**src/hw/rtl/srdiv_pkg.sv**
```systemverilog
// Shared types and constants for the scaled rounding divider
package srdiv_pkg;

    localparam int unsigned DataW = 32;
    localparam int unsigned WideW = 64;
    localparam int unsigned CfgIdxW = 2;

    typedef enum logic [CfgIdxW-1:0] {
        REG_DELTA_SCALE = 2'd0,
        REG_EPS_OFFSET  = 2'd1,
        REG_ETA_SCALE   = 2'd2
    } cfg_reg_t;

    typedef struct packed {
        logic             vld;
        logic             neg;
        logic             dz;
        logic [WideW-1:0] rem;
        logic [WideW-1:0] dvd;
        logic [WideW-1:0] dsr;
    } div_word_t;

endpackage

```
**src/hw/rtl/srdiv_step.sv**
```systemverilog
// One restoring division step: one quotient bit per stage
module srdiv_step (
    input  logic                 clk,
    input  logic                 rst_n,
    input  logic                 adv,
    input  srdiv_pkg::div_word_t din,
    output srdiv_pkg::div_word_t dout
);
    localparam int unsigned W = srdiv_pkg::WideW;

    srdiv_pkg::div_word_t word_reg;
    logic [W:0]   sh;
    logic         ge;
    logic [W:0]   diff;

    assign sh   = {din.rem, din.dvd[W-1]};
    assign ge   = sh >= {1'b0, din.dsr};
    assign diff = sh - {1'b0, din.dsr};

    always_ff @(posedge clk or negedge rst_n)
    begin
        if (!rst_n)
            word_reg <= '0;
        else if (adv)
        begin
            word_reg.vld <= din.vld;
            word_reg.neg <= din.neg;
            word_reg.dz  <= din.dz;
            word_reg.dsr <= din.dsr;
            word_reg.rem <= ge ? diff[W-1:0] : sh[W-1:0];
            word_reg.dvd <= {din.dvd[W-2:0], ge};
        end
    end

    assign dout = word_reg;

endmodule

```
**config.mk**
```make
export PLATFORM = sky130hd
export DESIGN_NAME = srdiv_step
export DESIGN_NICKNAME = d
export VERILOG_FILES = /design/src/hw/rtl/srdiv_pkg.sv /design/src/hw/rtl/srdiv_step.sv
export SDC_FILE = /design/constraint.sdc
export NUM_CORES = 1
export LEC_CHECK = 0
export BUFFER_PORTS_ARGS = -buffer_cell sky130_fd_sc_hd__clkbuf_2
export CORE_ASPECT_RATIO = 0.5
export CORE_UTILIZATION = 57
export CTS_BUF_LIST = sky130_fd_sc_hd__clkbuf_2 sky130_fd_sc_hd__clkbuf_4 sky130_fd_sc_hd__clkbuf_8
export CTS_CLUSTER_DIAMETER = 60
export DETAILED_ROUTE_END_ITERATION = 6
export HOLD_SLACK_MARGIN = 0.03
export PLACE_DENSITY = 0.88
export SYNTH_ARGS = -nofsm -noshare
export SYNTH_HDL_FRONTEND = slang
export SYNTH_SLANG_ARGS = --single-unit
```
**constraint.sdc**
```tcl
create_clock -name clk -period 2.3 [get_ports clk]
set_input_delay 0.23 -clock clk [delete_from_list [all_inputs] [get_ports clk]]
set_output_delay 0.23 -clock clk [all_outputs]
set_load 0.03 [all_outputs]
```
==> impl_metrics.ini, run 1 <==
[run_status]
status = aborted with a tool error
haltStage = 5_1_grt
firstError = [ERROR DPL-0038] Utilization greater than 100%, impossible to legalize

[floorplan]
initial_core_util = 0.585
die_x_um = 208
pin_count = 393
fp.dieH_um = 105
rows = 37

[place]
io_buffers = 392
gp_routability_congestion = 0.944
dp.cells = 2183
place_area_um2 = 17000
dp_hpwl_um = 33600
pre_cts_ws_ns = -0.934

[yosys]
synth_nets = 1542
synth_enable_flop_cells = 0
yosys_warnings = 0
synthFlopType = dfrtp_1
syn_area_um2 = 12100
syn_inst = 1279
ys_seq_area_frac = 0.403
synth_seq_cells = 195
async_flop_share = 1.00
syn_avg_cell_area_um2 = 9.47
ys_types = 71

[clock_network]
clock_sinks = 195
htree_levels = 4
cts_made_buffers = 17
cts-root-buf = clkbuf_8
clock_path_buffers = 2

[global_route]
grt_max_degree = 81

[sta]
worstEpCategory = sequential cell input
worst_endpoint = dout[169]$_DFFE_PN0P_/D
-- stage by stage --
| stage | hold slack [ns] | utilization |
|---|---|---|
| after floorplan | -0.0656 | - |
| after global placement | 0.218 | 0.823 |
| after detailed placement | 0.227 | 0.823 |
| after CTS | 0.00894 | 0.941 |
-- logic make-up after synthesis --
| kind of cell | synth area share |
|---|---|
| AO/OA/AOI/OAI | 0.179 |
| flip-flops | 0.403 |
| multiplexers | 0.137 |
| adder cells (fa/ha/maj) | 0.0677 |
| buffers and inverters | 0.0553 |
| XOR/XNOR | 0.0390 |
| AND/OR/NAND/NOR | 0.119 |
-- what timing repair did --
action	CTS
resized for setup	57
cloned	4
pin swaps	19
hold buffers	151
buffers inserted	23
endpoints found under the hold margin	207
setup endpoints to repair	58
-- cells in the mapped netlist, drive strengths merged, types with 18 or more instances --
library cell,instances,share of area
ha,64,0.066
xor2,20,0.014
inv,96,0.030
nor2,119,0.037
a21o,33,0.020
nand2,63,0.020
dfrtp,195,0.40
buf,26,0.012
mux2,132,0.12
a21oi,163,0.069
o21bai,22,0.014
xnor2,34,0.025
clkbuf,42,0.013
nand3,18,0.0074
o21ai,56,0.023
nand4,32,0.017
==> inputs of run 2 (changes only) <==
==> config.mk (replaced) <==
export PLATFORM = sky130hd
export DESIGN_NAME = srdiv_step
export DESIGN_NICKNAME = d
export VERILOG_FILES = /design/src/hw/rtl/srdiv_pkg.sv /design/src/hw/rtl/srdiv_step.sv
export SDC_FILE = /design/constraint.sdc
export NUM_CORES = 1
export LEC_CHECK = 0
export BUFFER_PORTS_ARGS = -buffer_cell sky130_fd_sc_hd__clkbuf_2
export CORE_UTILIZATION = 40
export DETAILED_ROUTE_END_ITERATION = 6
export PLACE_DENSITY_LB_ADDON = 0.15
export SYNTH_ARGS = -nofsm -noshare
export SYNTH_HDL_FRONTEND = slang
export SYNTH_SLANG_ARGS = --single-unit
==> impl_metrics.ini, run 2 <==
[sta]
finalMaxSlewViolations = 0
fin_crit_sh = 1.05
hold_viol = 0
whs_ns = 0.0149
finalSetupTns_ns = -2.28
rsz0062_at_grt = true
final-setup-viol-count = 48
setup_ws_ns = -0.113
fin_skew_ns = 0
relSlewSlack = 0.578
tightest_slew_ns = 0.633
max_freq_mhz = 414
period_needed_ns = 2.41

[run_status]
violations = negative setup slack
status = finished with violations

[cells_and_area]
utilization = 0.676
final_cell_mix = clkbuf_2 (381), buf_4 (313), dfrtp_1 (195), mux2_2 (131), a21oi_1 (108)
drive_gt1_frac = 0.546
syn_to_final_growth_pct = 65.8
nets = 2327
fin_area_um2 = 20100
largest_reg_flops = 195
final_common_cell = clkbuf_2

[pwr]
sequentialPowerShare = 0.330
ir_worst_vdd_uv = 585
p_int_mw = 7.65
combinationalPowerShare = 0.417
swShare = 0.388
total_power_mw = 12.5
leakage_nw = 9.72
p_per_area_nw_per_um2 = 622
p_clk_frac = 0.253
p_sw_mw = 4.86

[yosys]
syn_area_um2 = 12100
synth_seq_cells = 195
yosysMostFrequentCell = dfrtp_1
yosys_warnings = 0
synth_top_cells_by_count = dfrtp_1 (195), a21oi_1 (158), mux2_2 (132)
ys_seq_area_frac = 0.403
async_flop_share = 1.00
syn_inst = 1279
syn_avg_cell_area_um2 = 9.47
synthTopCellsByArea = dfrtp_1 (40%), mux2_2 (12%), ha_1 (6.6%), a21oi_1 (6.5%), nor2_1 (3.7%)
synth_top_area_cell = dfrtp_1
synth_enable_flop_cells = 0
synthFlopType = dfrtp_1
netlist.area_leader.share = 0.403
ys_types = 71
synth_nets = 1542

[floorplan]
core_um2 = 29700
pin_count = 393
rows = 63
initial_core_util = 0.408
die_x_um = 176
dieArea_um2 = 31000
fp.dieH_um = 176

[global_route]
grt_pass1_wl_um = 65800
grt_pass1_vias = 13000
grt_max_degree = 74
grt_use_total = 0.271
antenna_found_initial = 3
overflow = 0

[hold_path]
holdPathStages = 2
hp-class = in -> reg

[place]
place_area_um2 = 17200
dp_hpwl_um = 31700
gp_routability_congestion = 0.926
io_buffers = 392

[worst_setup_path]
worstSetupEndpointType = register
cp-start-kind = input pin
cp_data_arrival_time_ns = 2.78
reg2regPathDepth = 3
worstPathRequired_ns = 2.66
crit_type = in -> reg
cp_max_fo = 8

[clock_network]
clock_path_buffers = 2
htree_levels = 4
clock_sinks = 195
clk_pin_slew_ns = 0.09
cts_tree = built
cts_made_buffers = 17
cts-root-buf = clkbuf_16
clock_latency_ns = 0.47

[drt]
routed-via-count = 12600
drtPass1Iterations = 5
ant_nets = 0
wire_per_inst_um = 17.6
drtIter0Drc = 663
vias_per_cell = 5.12
wl_um = 43500
remaining_drc_errors = 0

[flow_run]
maxCapViolations = 0
==> run 2: cell counts after synthesis <==
No cell type changed its count.
==> run 2: final cells by class <==
type                            count  area (µm²)
Antenna cell                        3        7.51
Clock buffer                       17         425
Clock inverter                     15         194
Fill cell                        2342        9620
Inverter                           96         393
Multi-Input combinational cell    921        7760
Sequential cell                   195        4880
Tap cell                          390         488
Timing Repair Buffer              833        5940
==> run 2: cell families (layout without fill, tap and decap cells) <==
| kind of cell | count (synthesis) | count (layout) | share of synthesized area |
|---|---|---|---|
| xor+xnor | 54 | 54 | 0.0390 |
| buf+inv | 164 | 961 | 0.0553 |
| other cells | 0 | 3 | 0 |
| mux | 149 | 149 | 0.137 |
| simple gates | 305 | 306 | 0.119 |
| flops | 195 | 195 | 0.403 |
| fa+ha+maj | 65 | 65 | 0.0677 |
| compound gates | 347 | 347 | 0.179 |
==> run 2: metal layers <==
layer  share of wire  routed length (µm)  up-vias  global-route usage
met2            0.51               22300      379               0.486
met1            0.40               17500     6070               0.311
met5               0                   0        -                   0
met4           0.029                1270        0               0.104
li1                -                   -     6112                   -
met3           0.054                2350       79              0.0599
==> run 2: power groups by stage <==
stage               clock network (mW)  registers, mW  logic [mW]
floorplan                            0           5.07        1.82
global placement                     0           4.16        4.53
detailed placement                   0           4.18        4.57
CTS                               3.22           4.12        4.88
global route                      3.33           4.18        5.58
finish                            3.16           4.13        5.21
==> run 2: stage by stage <==
stage / std cells / setup slack [ns]
floorplan: 1279 / -0.271
global placement: 2308 / -0.705
detailed placement: 2308 / -0.758
CTS: 2443 / -0.0761
global route: 2469 / -0.201
finish: 2470 / -0.113
==> run 2: final timing paths <==
| path | slack, ns | startpoint | to |
|---|---|---|---|
| min | 0.01 | din[44] | dout[44] |
| max reg2reg | 1.39 | dout[188] | dout[188] |
| min reg2reg | 0.49 | dout[162] | dout[162] |
| max | -0.11 | din[135] | dout[156] |
| min in group asynchronous | 0.35 | rst_n | dout[35] |
| max in group asynchronous | 1.26 | rst_n | dout[104] |
==> run 2: worst max-delay path: stages <==
cell and delay (ns):
clkbuf_2 0.12, ha_4 0.24, buf_4 0.13, nand3_2 0.07, nor3_2 0.05, a21boi_2 0.16, buf_4 0.14, or3_4 0.39
a21oi_4 0.21, o21bai_4 0.11, a31oi_4 0.31, buf_12 0.19, buf_6 0.11, o21ai_2 0.04, mux2_4 0.26
==> run 2: what timing repair did <==
| action | 4_1_cts | 5_1_grt |
|---|---|---|
| gates resized for setup | 96 | 131 |
| setup endpoints to repair | 64 | 64 |
| gates cloned | 1 | 7 |
| buffers inserted | 16 | 15 |
| hold buffers | 89 | 3 |
| pin swaps | 31 | 60 |
| hold endpoints to repair | 153 | 3 |
No activity file was read; power rests on OpenSTA's default activity.
